File: config.mk
export PLATFORM = sky130hd
export DESIGN_NAME = gps_time_to_calendar_date_core
export DESIGN_NICKNAME = d
export VERILOG_FILES = /design/src/hw/rtl/gtc_pkg.sv /design/src/hw/rtl/gtc_cdiv.sv /design/src/hw/rtl/gtc_pipe_ctrl.sv /design/src/hw/rtl/gps_time_to_calendar_date_core.sv
export VERILOG_INCLUDE_DIRS = /design/src /design/src/hw/rtl
export SDC_FILE = /design/constraint.sdc
export NUM_CORES = 2
export LEC_CHECK = 0
export BUFFER_PORTS_ARGS = -buffer_cell sky130_fd_sc_hd__buf_2
export CORE_MARGIN = 4
export CORE_UTILIZATION = 35
export CTS_CLUSTER_SIZE = 14
export DETAILED_ROUTE_END_ITERATION = 8
export PLACE_DENSITY_LB_ADDON = 0.08
export SLEW_MARGIN = 10
export SYNTH_ARGS = -nofsm -noshare
export SYNTH_HDL_FRONTEND = slang
export SYNTH_HIERARCHICAL = 1
export SYNTH_SLANG_ARGS = --single-unit
File: constraint.sdc
create_clock -name clk -period 17.2 [get_ports clk]
set_clock_uncertainty 0.1 [all_clocks]
set_input_delay 2.58 -clock clk [delete_from_list [all_inputs] [get_ports clk]]
set_output_delay 2.58 -clock clk [all_outputs]
set_load 0.005 [all_outputs]
File: src/hw/rtl/assert_macros.svh
`ifndef ASSERT_MACROS_SVH
`define ASSERT_MACROS_SVH

// Same-cycle implication, switched off while reset is held.
`define GTC_ASSERT_IMP(lbl, clk, rst_n, ante, cons) \
	lbl: assert property (@(posedge clk) disable iff (!rst_n) (ante) |-> (cons)) \
		else $error("%m: same-cycle check failed");

// Next-cycle implication, switched off while reset is held.
`define GTC_ASSERT_NXT(lbl, clk, rst_n, ante, cons) \
	lbl: assert property (@(posedge clk) disable iff (!rst_n) (ante) |=> (cons)) \
		else $error("%m: next-cycle check failed");

`endif

File: src/hw/rtl/gtc_pkg.sv
`default_nettype none

package gtc_pkg;

	localparam int unsigned STAGES = 21;

	localparam int unsigned MS_PER_SEC       = 1000;
	localparam int unsigned SECS_PER_DAY     = 86400;
	localparam int unsigned SECS_PER_HOUR    = 3600;
	localparam int unsigned SECS_PER_MIN     = 60;
	localparam int unsigned DAYS_GPS_TO_1970 = 3657;
	localparam int unsigned DAYS_0000_TO_1970 = 719468;
	localparam int unsigned DAYS_PER_ERA     = 146097;
	localparam int unsigned DAYS_PER_4Y      = 1460;
	localparam int unsigned DAYS_PER_100Y    = 36524;
	localparam int unsigned DAYS_PER_ERA_M1  = 146096;
	localparam int unsigned DAYS_PER_YEAR    = 365;
	localparam int unsigned DAYS_PER_5MONTH  = 153;
	localparam int unsigned MONTH_SPAN_DIV   = 5;
	localparam int unsigned YEARS_PER_CENT   = 100;
	localparam int unsigned YEARS_PER_ERA    = 400;

	localparam logic [20:0] DAY_BASE = 21'(DAYS_GPS_TO_1970 + DAYS_0000_TO_1970);

	typedef struct packed {
		logic [15:0] week_number;
		logic [29:0] time_of_week_ms;
	} gtc_gps_t;

	typedef struct packed {
		logic [4:0]  day_of_month;
		logic [3:0]  month_number;
		logic [11:0] full_year;
		logic [6:0]  year_two_digit;
		logic [4:0]  hour_of_day;
		logic [5:0]  minute_of_hour;
		logic [5:0]  second_of_minute;
	} gtc_date_t;

	typedef struct packed {
		logic [4:0] hour;
		logic [5:0] minute;
		logic [5:0] second;
	} gtc_tod_t;

	typedef struct packed {
		logic [STAGES:1] en;
		logic [STAGES:1] vld;
	} gtc_pipe_t;

endpackage

`default_nettype wire

File: src/hw/rtl/gtc_cdiv.sv
`default_nettype none

module gtc_cdiv #(
	parameter int unsigned W  = 18,
	parameter int unsigned D  = 365,
	parameter int unsigned QW = 9,
	parameter int unsigned RW = 9
) (
	input  wire logic          clk,
	input  wire logic          en_a,
	input  wire logic          en_b,
	input  wire logic [W-1:0]  x,
	output logic      [QW-1:0] q,
	output logic      [RW-1:0] r
);

	// The reciprocal is rounded down, so the first estimate is exact or one short.
	localparam longint unsigned RECIP = (64'd1 << W) / D;
	localparam logic [W-1:0] RECIP_K = W'(RECIP);
	localparam logic [W-1:0] DIV_K   = W'(D);

	logic [2*W-1:0] prod;
	logic [W-1:0]   x_s1;
	logic [W-1:0]   qe_s1;
	logic [W-1:0]   back;
	logic [W-1:0]   diff;
	logic           fix;
	logic [QW-1:0]  q_s2;
	logic [RW-1:0]  r_s2;

	assign prod = (2*W)'(x) * (2*W)'(RECIP_K);

	always_ff @(posedge clk) begin
		if (en_a) begin
			x_s1  <= x;
			qe_s1 <= prod[2*W-1:W];
		end
	end

	assign back = qe_s1 * DIV_K;
	assign diff = x_s1 - back;
	assign fix  = (diff >= DIV_K);

	always_ff @(posedge clk) begin
		if (en_b) begin
			q_s2 <= QW'(qe_s1 + W'(fix));
			r_s2 <= RW'(fix ? diff - DIV_K : diff);
		end
	end

	assign q = q_s2;
	assign r = r_s2;

endmodule

`default_nettype wire

File: src/hw/rtl/gtc_pipe_ctrl.sv
`default_nettype none
`include "assert_macros.svh"

module gtc_pipe_ctrl (
	input  wire logic              clk,
	input  wire logic              arst_n,
	input  wire logic              in_valid,
	output logic                   in_ready,
	output logic                   out_valid,
	input  wire logic              out_ready,
	output gtc_pkg::gtc_pipe_t     pipe
);

	import gtc_pkg::*;

	logic [STAGES:1] vld_q;
	logic [STAGES:1] en;
	logic            in_acc;
	logic            out_acc;
	int unsigned     occ;

	// A stage may load when it or any stage after it is empty, or the output is taken.
	always_comb begin
		for (int k = 1; k <= STAGES; k++) begin
			en[k] = out_ready || ((vld_q | STAGES'((64'd1 << (k - 1)) - 64'd1)) != '1);
		end
	end

	always_ff @(posedge clk or negedge arst_n) begin
		if (!arst_n) begin
			vld_q <= '0;
		end else begin
			if (en[1]) vld_q[1] <= in_valid;
			for (int k = 2; k <= STAGES; k++) begin
				if (en[k]) vld_q[k] <= vld_q[k-1];
			end
		end
	end

	assign in_ready  = en[1];
	assign out_valid = vld_q[STAGES];
	assign pipe.en   = en;
	assign pipe.vld  = vld_q;

	assign in_acc  = in_valid && in_ready;
	assign out_acc = out_valid && out_ready;
	assign occ     = $countones(vld_q);

	`GTC_ASSERT_IMP(a_ready_when_room, clk, arst_n, vld_q != '1, in_ready)
	`GTC_ASSERT_NXT(a_no_loss, clk, arst_n, 1'b1, occ + $past(out_acc) == $past(occ) + $past(in_acc))

endmodule

`default_nettype wire

File: src/hw/rtl/gps_time_to_calendar_date_core.sv
// GPS week and time of week to calendar date and time of day.
//
// Input channel gps_valid / gps_ready / gps_time carries a week number and a
// time of week in milliseconds; output channel date_valid / date_ready /
// date_time returns one date and time of day per input transaction, in order.
// Milliseconds are truncated to whole seconds and no leap seconds are applied.
//
// The work is split into 21 register stages of constant-divisor units
// (reciprocal multiply, then one correction step). A new transaction is taken
// every cycle unless every stage is full and date_ready is low; throughput is
// then one per clock.
//
// When date_ready is low the finished result holds on date_time; stages
// behind it keep moving until they close up, and gps_ready falls only when
// every stage holds a transaction. Reset clears all stage valid bits, so
// nothing is presented after reset until a transaction has passed through.
`default_nettype none
`include "assert_macros.svh"

module gps_time_to_calendar_date_core (
	input  wire logic                clk,
	input  wire logic                arst_n,
	input  wire logic                gps_valid,
	output logic                     gps_ready,
	input  wire gtc_pkg::gtc_gps_t   gps_time,
	output logic                     date_valid,
	input  wire logic                date_ready,
	output gtc_pkg::gtc_date_t       date_time
);

	import gtc_pkg::*;

	gtc_pipe_t   pipe;
	logic [STAGES:1] en;

	logic [15:0] week_s1;
	logic [18:0] week7_s2, week7_s3, week7_s4;
	logic [20:0] tow_sec_s2;
	logic [3:0]  dt_s4;
	logic [16:0] sod_s4;
	logic [20:0] days_s5;
	logic [4:0]  hour_s6, hour_s7, hour_s8;
	logic [11:0] hrem_s6;
	logic [5:0]  minute_s8, second_s8;
	gtc_tod_t    tod_s [9:20];
	logic [3:0]  era_s7;
	logic [17:0] doe_s7;
	logic [3:0]  era_s [8:12];
	logic [17:0] doe_s [8:13];
	logic [6:0]  c4y_s9;
	logic [2:0]  c100y_s9;
	logic [0:0]  cera_s9;
	logic [17:0] t_s10;
	logic [8:0]  yoe_s12;
	logic [1:0]  cent;
	logic [17:0] dec_s13;
	logic [11:0] ybase_s13;
	logic [11:0] ybase_s [14:17];
	logic [8:0]  doy_s14;
	logic [8:0]  doy_s [15:20];
	logic [10:0] v_s15;
	logic [3:0]  mp_s17;
	logic [10:0] w_s18;
	logic [3:0]  month_s18, month_s19, month_s20;
	logic [11:0] year_s18, year_s19, year_s20;
	logic [8:0]  wq_s20;
	logic [6:0]  ymod_s20;
	gtc_date_t   res_s21;
	logic        date_ok;
	logic        tod_ok;

	gtc_pipe_ctrl u_ctrl (
		.clk       (clk),
		.arst_n    (arst_n),
		.in_valid  (gps_valid),
		.in_ready  (gps_ready),
		.out_valid (date_valid),
		.out_ready (date_ready),
		.pipe      (pipe)
	);

	assign en = pipe.en;

	// Seconds within the week and the week count in days.
	gtc_cdiv #(.W(30), .D(MS_PER_SEC), .QW(21), .RW(10)) u_div_ms (
		.clk (clk), .en_a (en[1]), .en_b (en[2]),
		.x (gps_time.time_of_week_ms), .q (tow_sec_s2), .r ()
	);

	always_ff @(posedge clk) begin
		if (en[1]) week_s1  <= gps_time.week_number;
		if (en[2]) week7_s2 <= (19'(week_s1) << 3) - 19'(week_s1);
		if (en[3]) week7_s3 <= week7_s2;
		if (en[4]) week7_s4 <= week7_s3;
	end

	// A whole week is a whole number of days, so the second of the day
	// comes from the time of week alone.
	gtc_cdiv #(.W(21), .D(SECS_PER_DAY), .QW(4), .RW(17)) u_div_day (
		.clk (clk), .en_a (en[3]), .en_b (en[4]),
		.x (tow_sec_s2), .q (dt_s4), .r (sod_s4)
	);

	always_ff @(posedge clk) begin
		if (en[5]) days_s5 <= 21'(week7_s4) + 21'(dt_s4) + DAY_BASE;
	end

	// Time of day.
	gtc_cdiv #(.W(17), .D(SECS_PER_HOUR), .QW(5), .RW(12)) u_div_hour (
		.clk (clk), .en_a (en[5]), .en_b (en[6]),
		.x (sod_s4), .q (hour_s6), .r (hrem_s6)
	);

	gtc_cdiv #(.W(12), .D(SECS_PER_MIN), .QW(6), .RW(6)) u_div_min (
		.clk (clk), .en_a (en[7]), .en_b (en[8]),
		.x (hrem_s6), .q (minute_s8), .r (second_s8)
	);

	always_ff @(posedge clk) begin
		if (en[7]) hour_s7 <= hour_s6;
		if (en[8]) hour_s8 <= hour_s7;
		if (en[9]) tod_s[9] <= '{hour: hour_s8, minute: minute_s8, second: second_s8};
		for (int k = 10; k <= 20; k++) begin
			if (en[k]) tod_s[k] <= tod_s[k-1];
		end
	end

	// Era and day of era, counted from a year that starts in March.
	gtc_cdiv #(.W(21), .D(DAYS_PER_ERA), .QW(4), .RW(18)) u_div_era (
		.clk (clk), .en_a (en[6]), .en_b (en[7]),
		.x (days_s5), .q (era_s7), .r (doe_s7)
	);

	gtc_cdiv #(.W(18), .D(DAYS_PER_4Y), .QW(7), .RW(11)) u_div_4y (
		.clk (clk), .en_a (en[8]), .en_b (en[9]),
		.x (doe_s7), .q (c4y_s9), .r ()
	);

	gtc_cdiv #(.W(18), .D(DAYS_PER_100Y), .QW(3), .RW(16)) u_div_100y (
		.clk (clk), .en_a (en[8]), .en_b (en[9]),
		.x (doe_s7), .q (c100y_s9), .r ()
	);

	gtc_cdiv #(.W(18), .D(DAYS_PER_ERA_M1), .QW(1), .RW(18)) u_div_lastday (
		.clk (clk), .en_a (en[8]), .en_b (en[9]),
		.x (doe_s7), .q (cera_s9), .r ()
	);

	always_ff @(posedge clk) begin
		if (en[8]) era_s[8] <= era_s7;
		for (int k = 9; k <= 12; k++) begin
			if (en[k]) era_s[k] <= era_s[k-1];
		end
		if (en[8]) doe_s[8] <= doe_s7;
		for (int k = 9; k <= 13; k++) begin
			if (en[k]) doe_s[k] <= doe_s[k-1];
		end
		if (en[10]) t_s10 <= doe_s[9] - 18'(c4y_s9) + 18'(c100y_s9) - 18'(cera_s9);
	end

	gtc_cdiv #(.W(18), .D(DAYS_PER_YEAR), .QW(9), .RW(9)) u_div_year (
		.clk (clk), .en_a (en[11]), .en_b (en[12]),
		.x (t_s10), .q (yoe_s12), .r ()
	);

	// The year of the era stays below 400, so its century is a short compare.
	always_comb begin
		if (yoe_s12 >= 9'd300)      cent = 2'd3;
		else if (yoe_s12 >= 9'd200) cent = 2'd2;
		else if (yoe_s12 >= 9'd100) cent = 2'd1;
		else                        cent = 2'd0;
	end

	always_ff @(posedge clk) begin
		if (en[13]) begin
			dec_s13   <= 18'(yoe_s12) * 18'(DAYS_PER_YEAR) + 18'(yoe_s12[8:2]) - 18'(cent);
			ybase_s13 <= 12'(era_s[12]) * 12'(YEARS_PER_ERA) + 12'(yoe_s12);
		end
		if (en[14]) begin
			doy_s14     <= 9'(doe_s[13] - dec_s13);
			ybase_s[14] <= ybase_s13;
		end
		for (int k = 15; k <= 17; k++) begin
			if (en[k]) ybase_s[k] <= ybase_s[k-1];
		end
		if (en[15]) begin
			v_s15     <= 11'(doy_s14) * 11'd5 + 11'd2;
			doy_s[15] <= doy_s14;
		end
		for (int k = 16; k <= 20; k++) begin
			if (en[k]) doy_s[k] <= doy_s[k-1];
		end
	end

	gtc_cdiv #(.W(11), .D(DAYS_PER_5MONTH), .QW(4), .RW(8)) u_div_month (
		.clk (clk), .en_a (en[16]), .en_b (en[17]),
		.x (v_s15), .q (mp_s17), .r ()
	);

	// January and February belong to the following civil year.
	always_ff @(posedge clk) begin
		if (en[18]) begin
			w_s18     <= 11'(mp_s17) * 11'(DAYS_PER_5MONTH) + 11'd2;
			month_s18 <= (mp_s17 < 4'd10) ? mp_s17 + 4'd3 : mp_s17 - 4'd9;
			year_s18  <= ybase_s[17] + 12'(mp_s17 >= 4'd10);
		end
		if (en[19]) begin
			month_s19 <= month_s18;
			year_s19  <= year_s18;
		end
		if (en[20]) begin
			month_s20 <= month_s19;
			year_s20  <= year_s19;
		end
	end

	gtc_cdiv #(.W(11), .D(MONTH_SPAN_DIV), .QW(9), .RW(3)) u_div_mstart (
		.clk (clk), .en_a (en[19]), .en_b (en[20]),
		.x (w_s18), .q (wq_s20), .r ()
	);

	gtc_cdiv #(.W(12), .D(YEARS_PER_CENT), .QW(6), .RW(7)) u_div_yy (
		.clk (clk), .en_a (en[19]), .en_b (en[20]),
		.x (year_s18), .q (), .r (ymod_s20)
	);

	always_ff @(posedge clk) begin
		if (en[21]) begin
			res_s21.day_of_month     <= 5'(doy_s[20] - wq_s20 + 9'd1);
			res_s21.month_number     <= month_s20;
			res_s21.full_year        <= year_s20;
			res_s21.year_two_digit   <= ymod_s20;
			res_s21.hour_of_day      <= tod_s[20].hour;
			res_s21.minute_of_hour   <= tod_s[20].minute;
			res_s21.second_of_minute <= tod_s[20].second;
		end
	end

	assign date_time = res_s21;

	assign date_ok = date_time.day_of_month != 5'd0 && date_time.month_number != 4'd0
		&& date_time.month_number <= 4'd12 && date_time.year_two_digit <= 7'd99;
	assign tod_ok  = date_time.hour_of_day <= 5'd23 && date_time.minute_of_hour <= 6'd59
		&& date_time.second_of_minute <= 6'd59;

	`GTC_ASSERT_IMP(a_date_range, clk, arst_n, date_valid, date_ok)
	`GTC_ASSERT_IMP(a_tod_range, clk, arst_n, date_valid, tod_ok)

endmodule

`default_nettype wire

[Yosys cells after proc, flatten, opt, wreduce, memory -nomap -nowiden]
Memories as Yosys holds them, arrays and structs flattened. A register that Yosys moved wholly into a read port is not among the register bits.
Index checks and enable logic that the tools add are counted.
Storage, ports and cells
  RAM bits: 434
  bits of input ports: 50
  logic and storage cells: 248
  register bits: 642
  output and inout bits: 47
  memories kept: 5
Cells by class
  multipliers: 26
  bitwise operators: 1
  $add $sub $neg: 43
  equality and inequality tests: 20
  order comparisons: 17
  reduce and logical (&&, ||, !) cells: 21
  mux-type cells: 35
Memory list
  tod_s: words 12, width 17, rd ports 12, clocked after memory_dff 1, write ports 12, line gps_time_to_calendar_date_core.sv:45  | gtc_tod_t tod_s [9:20];
  doe_s: words 6, width 18, rd ports 6, clocked after memory_dff 0, write ports 6, line gps_time_to_calendar_date_core.sv:49  | logic [17:0] doe_s [8:13];
  doy_s: words 6, width 9, rd ports 6, clocked after memory_dff 0, write ports 6, line gps_time_to_calendar_date_core.sv:60  | logic [8:0] doy_s [15:20];
  ybase_s: words 4, width 12, rd ports 4, clocked after memory_dff 0, write ports 4, line gps_time_to_calendar_date_core.sv:58  | logic [11:0] ybase_s [14:17];
  era_s: words 5, width 4, rd ports 5, clocked after memory_dff 0, write ports 5, line gps_time_to_calendar_date_core.sv:48  | logic [3:0] era_s [8:12];
Operators with widths (number)
  $sub 18x18->18: 3
  $mul 30x21->51 const B: 1
  $sub 21x21->21: 2
  $ge 30x10->1 const B: 1
  $sub 30x30->30: 1
  $mul 18x9->27 const B: 1
  $mul 21x7->27 const B: 1
  $mux 1: 27
  $mul 18x8->26 const B: 1
  $mul 21x3->24 const B: 1
  $sub 12x12->12: 2
  $mul 21x2->23 const B: 1
  $add 11x2->11 const B: 2
  $mul 4x8->11 const B: 2
  $mul 9x3->11 const B: 2
  $sub 11x11->11: 2
  $add 20x20->21 const B: 1
  $add 21x1->21: 1
  $ge 21x17->1 const B: 1
  $ge 21x18->1 const B: 1
  $logic_or 1x1->1: 21
  $mul 17x4->21 const B: 1
  $mul 18x3->21 const B: 1
  $mul 4x18->21 const B: 1
  other kinds (81): 85

[Logic depth before layout (Yosys ltp)]
  depth in word-level cells: 5
  mapped depth: 38
  mapped depth without buffers: 37

[Modules after synthesis]
Netlist, hierarchy kept.
By module, submodules not included
  gps_time_to_calendar_date_core: cells an instance 1366, area each 24927.7 um^2, instances 1, sequential area each 19248.5 um^2
  gtc_cdiv (u_div_ms): cells an instance 1556, area each 16175.5 um^2, instances 1, sequential area each 2462.4 um^2
  gtc_cdiv (u_div_year): cells an instance 706, area each 7308.3 um^2, instances 1, sequential area each 1381.3 um^2
  gtc_cdiv (u_div_4y): cells an instance 590, area each 6159.7 um^2, instances 1, sequential area each 1321.3 um^2
  gtc_cdiv (u_div_era): cells an instance 474, area each 4842.1 um^2, instances 1, sequential area each 1411.4 um^2
  gtc_cdiv (u_div_100y): cells an instance 357, area each 3774.9 um^2, instances 1, sequential area each 1201.2 um^2
  gtc_cdiv (u_div_day): cells an instance 305, area each 3568.4 um^2, instances 1, sequential area each 1411.4 um^2
  gtc_cdiv (u_div_mstart): cells an instance 323, area each 3519.6 um^2, instances 1, sequential area each 960.9 um^2
  gtc_cdiv (u_div_hour): cells an instance 274, area each 3145.5 um^2, instances 1, sequential area each 1201.2 um^2
  gtc_cdiv (u_div_month): cells an instance 258, area each 2718.9 um^2, instances 1, sequential area each 810.8 um^2
  gtc_cdiv (u_div_min): cells an instance 210, area each 2531.2 um^2, instances 1, sequential area each 930.9 um^2
  gtc_cdiv (u_div_yy): cells an instance 195, area each 2379.8 um^2, instances 1, sequential area each 930.9 um^2
  gtc_cdiv (u_div_lastday): cells an instance 81, area each 1427.6 um^2, instances 1, sequential area each 1111.1 um^2
  gtc_pipe_ctrl: cells an instance 86, area each 983.4 um^2, instances 1, sequential area each 525.5 um^2

[Worst setup path after synthesis]
Ideal clock, no wire load.
  path type: in2reg
  start point: input date_ready
  end point: register doe_s[1][0] (netlist name)
  required time: 15674 ps
  stages: 4
  setup time: 1426 ps
  data arrival time: 6768 ps
  setup slack: 8905 ps
  path buffers: 1
  path through: nand3b_4 -> nor4_4 -> buf_6 -> nand4_1
RTL lines
  start: declaration: line gps_time_to_calendar_date_core.sv:27  | input wire logic date_ready,

[Final worst setup path]
  start point: register u_div_ms.qe_s1[6]
  end point: register u_div_ms.q_s2[20], in the netlist u_div_ms/q[20] (data pin)
On the way
  longest elaborated chain between the ends: 4
RTL lines
  start: declaration: line gtc_cdiv.sv:24  | logic [W-1:0] qe_s1;
  start signal: assignment: line gtc_cdiv.sv:36  | qe_s1 <= prod[2*W-1:W];
  $mul 21x7->27: line gtc_cdiv.sv:40  | assign back = qe_s1 * DIV_K;
  $sub 30x30->30: line gtc_cdiv.sv:41  | assign diff = x_s1 - back;
  $ge 30x10->1: line gtc_cdiv.sv:42  | assign fix = (diff >= DIV_K);
  $add 21x1->21 *: line gtc_cdiv.sv:46  | q_s2 <= QW'(qe_s1 + W'(fix));
  end signal: assignment: line gtc_cdiv.sv:46
  end: declaration: line gtc_cdiv.sv:28  | logic [QW-1:0] q_s2;
Every way passes the cells marked *; elsewhere a longest branch is shown, timed or not.
A chain may end at the register's enable or synchronous reset.

==> flow_summary.html <==
<table>
<tr><th>Metric</th><th>Value</th></tr>
<tr><th colspan="2">Status</th></tr>
<tr><td>Outcome</td><td>complete, no violations</td></tr>
<tr><th colspan="2">CTS</th></tr>
<tr><td>Count of H-tree levels built during CTS</td><td>4</td></tr>
<tr><td>TritonCTS clock tree</td><td>done</td></tr>
<tr><td>Clock latency of the later-clocked register in the worst-skew pair</td><td>0.77 ns</td></tr>
<tr><td>Hold_buf cts</td><td>0</td></tr>
<tr><td>CTS clock-pin slew for the worst setup and hold paths</td><td>0.06 ns</td></tr>
<tr><td>Clock net sink count</td><td>around 1.1k</td></tr>
<tr><td>Count of cells resized by post-cts repair</td><td>0</td></tr>
<tr><td>Post-CTS setup buffer count</td><td>0</td></tr>
<tr><td>Clock buffer depth</td><td>3</td></tr>
<tr><td>Cell at the root of the clock tree</td><td>sky130_fd_sc_hd__clkbuf_16</td></tr>
<tr><td>Number of clock buffers inserted by TritonCTS</td><td>132</td></tr>
<tr><th colspan="2">Place</th></tr>
<tr><td>Post-placement cell count</td><td>9,546</td></tr>
<tr><td>Final weighted congestion in routability-driven placement</td><td>a little under 0.8</td></tr>
<tr><td>Port-buffer cells</td><td>96</td></tr>
<tr><td>Half-perimeter wire length after detailed placement</td><td>between 100,000 and 150,000 µm</td></tr>
<tr><td>Pre-CTS worst setup slack</td><td>8.114 ns</td></tr>
<tr><th colspan="2">Detailed routing</th></tr>
<tr><td>Vias per Instance</td><td>4.741</td></tr>
<tr><td>Antenna-violating nets left</td><td>0</td></tr>
<tr><td>Pre-antenna DRT Iters</td><td>5</td></tr>
<tr><td>Count of unresolved DRC violations after routing</td><td>0</td></tr>
<tr><td>Initial DRC count</td><td>roughly 1.9k</td></tr>
<tr><td>Drt total wl</td><td>161,500 µm</td></tr>
<tr><td>Mean routed wirelength per cell</td><td>16.50 µm</td></tr>
<tr><td>Number of vias after detailed routing</td><td>46.39k</td></tr>
<tr><th colspan="2">STA</th></tr>
<tr><td>Max frequency</td><td>113.0 MHz</td></tr>
<tr><td>Number of pins with negative max-slew slack in the final report</td><td>0</td></tr>
<tr><td>Slew @ Worst Pin</td><td>1.057 ns</td></tr>
<tr><td>Crit path setup slack, layout</td><td>8.347 ns</td></tr>
<tr><td>Unrepaired setup endpoints after global routing</td><td>no</td></tr>
<tr><td>Total of endpoints with negative setup slack in the final report</td><td>0</td></tr>
<tr><td>Final critical path time including I/O delays and setup</td><td>between 8 and 9 ns</td></tr>
<tr><td>Hold violation total from the final report</td><td>0</td></tr>
<tr><td>Slew Limit Headroom</td><td>roughly 29%</td></tr>
<tr><td>Post-route setup TNS</td><td>0 ns</td></tr>
<tr><td>Final Cycle Share</td><td>51.47%</td></tr>
<tr><th colspan="2">Global routing</th></tr>
<tr><td>Global-route usage over all layers</td><td>14.07%</td></tr>
<tr><td>Antenna violations before repair</td><td>2</td></tr>
<tr><td>Number of global-route vias before repair</td><td>about 49k</td></tr>
<tr><td>First-pass GRT wire length</td><td>265,100 µm</td></tr>
<tr><td>Largest net degree at the start of global routing</td><td>slightly below 70</td></tr>
<tr><td>Overflow left after global routing</td><td>0</td></tr>
<tr><th colspan="2">Yosys</th></tr>
<tr><td>Syn nets</td><td>about 8.3k</td></tr>
<tr><td>Post-synthesis cell area</td><td>79,120 µm²</td></tr>
<tr><td>Syn Inst Count</td><td>6,465</td></tr>
<tr><td>Yosys warnings</td><td>6</td></tr>
<tr><td>Average footprint of a synthesized cell</td><td>around 12 µm²</td></tr>
<tr><th colspan="2">Floorplanning</th></tr>
<tr><td>Die outline area</td><td>~230,000 µm²</td></tr>
<tr><td>Starting Density</td><td>35.18%</td></tr>
<tr><td>Count of standard-cell rows</td><td>around 170</td></tr>
<tr><td>Die Wd</td><td>483.5 µm</td></tr>
<tr><td>Number of top-level pins</td><td>97</td></tr>
<tr><td>Area of the core</td><td>224,900 µm²</td></tr>
<tr><td>Vert. Die Dim</td><td>between 400 and 500 µm</td></tr>
<tr><th colspan="2">Worst setup path</th></tr>
<tr><td>Startpoint of the most critical setup path</td><td>u_div_ms/qe_s1[6]$_DFFE_PP_</td></tr>
<tr><td>Crit end category</td><td>flip-flop</td></tr>
<tr><td>Type of element launching the critical path</td><td>flip-flop</td></tr>
<tr><td>Count of cells along the worst register-to-register path</td><td>32</td></tr>
<tr><td>Highest-delay cell along the critical path</td><td>sky130_fd_sc_hd__fa_1</td></tr>
<tr><td>R2R Setup Slk</td><td>8.35 ns</td></tr>
<tr><td>Critical Path AT</td><td>9.25 ns</td></tr>
<tr><td>RR Startpoint</td><td>u_div_ms/qe_s1[6]$_DFFE_PP_</td></tr>
<tr><td>Largest incremental delay on the critical path</td><td>0.51 ns</td></tr>
<tr><td>WP data required</td><td>17.60 ns</td></tr>
<tr><td>Worst-path fanout max</td><td>7</td></tr>
<tr><td>Worst r2r dst</td><td>u_div_ms/q[20]$_DFFE_PP_</td></tr>
<tr><td>Critical setup path kind</td><td>flip-flop to flip-flop</td></tr>
<tr><td>Critical path endpoint</td><td>u_div_ms/q[20]$_DFFE_PP_</td></tr>
<tr><th colspan="2">Final layout</th></tr>
<tr><td>Area growth from synthesis to layout</td><td>10.96%</td></tr>
<tr><td>Final cell count without fillers</td><td>9,786</td></tr>
<tr><td>Count of filler cells inserted in the layout</td><td>21.56k</td></tr>
<tr><td>Nets</td><td>about 8.5k</td></tr>
<tr><td>Layout cell share with drive strength beyond 1</td><td>approximately 7.1%</td></tr>
<tr><th colspan="2">Worst hold path</th></tr>
<tr><td>Worst hold-check path type</td><td>flip-flop to flip-flop</td></tr>
<tr><th colspan="2">Run</th></tr>
<tr><td>Maximum Capacitance Violations</td><td>0</td></tr>
</table>
## cells in the final DEF, fill, tap and decap left out, types with 30 or more instances in the layout
master / instances
sky130_fd_sc_hd__clkbuf_16: 133
sky130_fd_sc_hd__a211oi_1: 30
sky130_fd_sc_hd__nor3_1: 77
sky130_fd_sc_hd__o21ai_0: 145
sky130_fd_sc_hd__xor2_1: 159
sky130_fd_sc_hd__buf_2: 96
sky130_fd_sc_hd__a21o_1: 126
sky130_fd_sc_hd__nor2_1: 204
sky130_fd_sc_hd__xnor2_1: 289
sky130_fd_sc_hd__o21a_1: 62
sky130_fd_sc_hd__nand2_1: 187
sky130_fd_sc_hd__nand3_1: 73
sky130_fd_sc_hd__a31oi_1: 41
sky130_fd_sc_hd__inv_1: 1176
sky130_fd_sc_hd__fa_1: 525
sky130_fd_sc_hd__clkbuf_1: 34
sky130_fd_sc_hd__ha_1: 1221
sky130_fd_sc_hd__edfxtp_1: 1051
sky130_fd_sc_hd__nor2b_1: 48
sky130_fd_sc_hd__o21bai_1: 42
sky130_fd_sc_hd__nand4_1: 36
sky130_fd_sc_hd__buf_4: 31
sky130_fd_sc_hd__a21oi_1: 281
sky130_fd_sc_hd__nand2b_1: 58
## routing by layer
layer	share of wire, %	up-vias	wire [µm]	track usage, %
li1	-	23073	-	-
met1	46	22675	75020	18.51
met2	48	442	78170	24.15
met3	2.8	200	4481	2.226
met4	2.4	2	3811	3.623
met5	0.012	-	20	0
## through the flow
| step | hold WS (ns) | util (%) | instance area [µm²] |
|---|---|---|---|
| 2_1_floorplan | 0.3003 | - | 79120 |
| 6_report | 0.2948 | 39.04 | 87790 |
| 4_1_cts | 0.2994 | 39.03 | 87780 |
| 3_3_place_gp | 0.3011 | 37.09 | 83420 |
| 3_5_place_dp | 0.3045 | 37.09 | 83420 |
| 5_1_grt | 0.2952 | 39.03 | 87790 |
## state kept, by name, summed over array words and instances, names as in the netlist, 19 cells and up
| name | flops |
|---|---|
| tod_s | 204 |
| doe_s | 72 |
| ybase_s | 48 |
| date_time | 45 |
| doy_s | 30 |
| u_div_ms/x_s1 | 27 |
| days_s5 | 21 |
| u_ctrl/vld_q | 21 |
| u_div_day/x_s1 | 21 |
| u_div_era/x_s1 | 21 |
| u_div_ms/q | 21 |
| u_div_ms/qe_s1 | 21 |
| era_s | 20 |
| week7_s2 | 19 |
| week7_s3 | 19 |
| week7_s4 | 19 |
## worst max-delay path, delay by kind of cell (launching register included)
family / cells / cell delay (ns)
adder cells (fa/ha/maj): 7 / 2.88
AO/OA/AOI/OAI: 9 / 2.34
AND/OR/NAND/NOR: 11 / 1.98
flip-flops: 1 / 0.49
XOR/XNOR: 3 / 0.49
buffers and inverters: 2 / 0.29
## layout make-up
type                       count  area (µm²)  area share [%]
clock buffer                 169        3483           3.968
multi-input combinational   4174       42440           48.34
clock inverter                69       883.3           1.006
inverter                    1181        4436           5.053
timing repair buffer         127       713.2          0.8124
antenna                        2       5.005        0.005701
sequential                  1072       32090           36.55
tap                         2992        3744           4.264
## how the worst min path moves through the flow
stage / startpoint / end / slack [ns] / depth (start not counted)
3_5_place_dp: u_div_yy/r[1]$_DFFE_PP_ / date_time[18]$_DFFE_PP_ / 0.30 / 0
2_1_floorplan: tod_s[20][0]$_DFFE_PP_ / date_time[0]$_DFFE_PP_ / 0.30 / 0
3_3_place_gp: tod_s[12][2]$_DFFE_PP_ / tod_s[13][2]$_DFFE_PP_ / 0.30 / 0
5_1_grt: ybase_s13[2]$_DFFE_PP_ / ybase_s[7][2]$_DFFE_PP_ / 0.30 / 0
4_1_cts: doy_s[19][1]$_DFFE_PP_ / doy_s[20][1]$_DFFE_PP_ / 0.30 / 0
6_report: doy_s[19][1]$_DFFE_PP_ / doy_s[20][1]$_DFFE_PP_ / 0.29 / 0
Power is not shown: default switching activity piles up to over one toggle a cycle in this logic, so the estimate is an artifact.
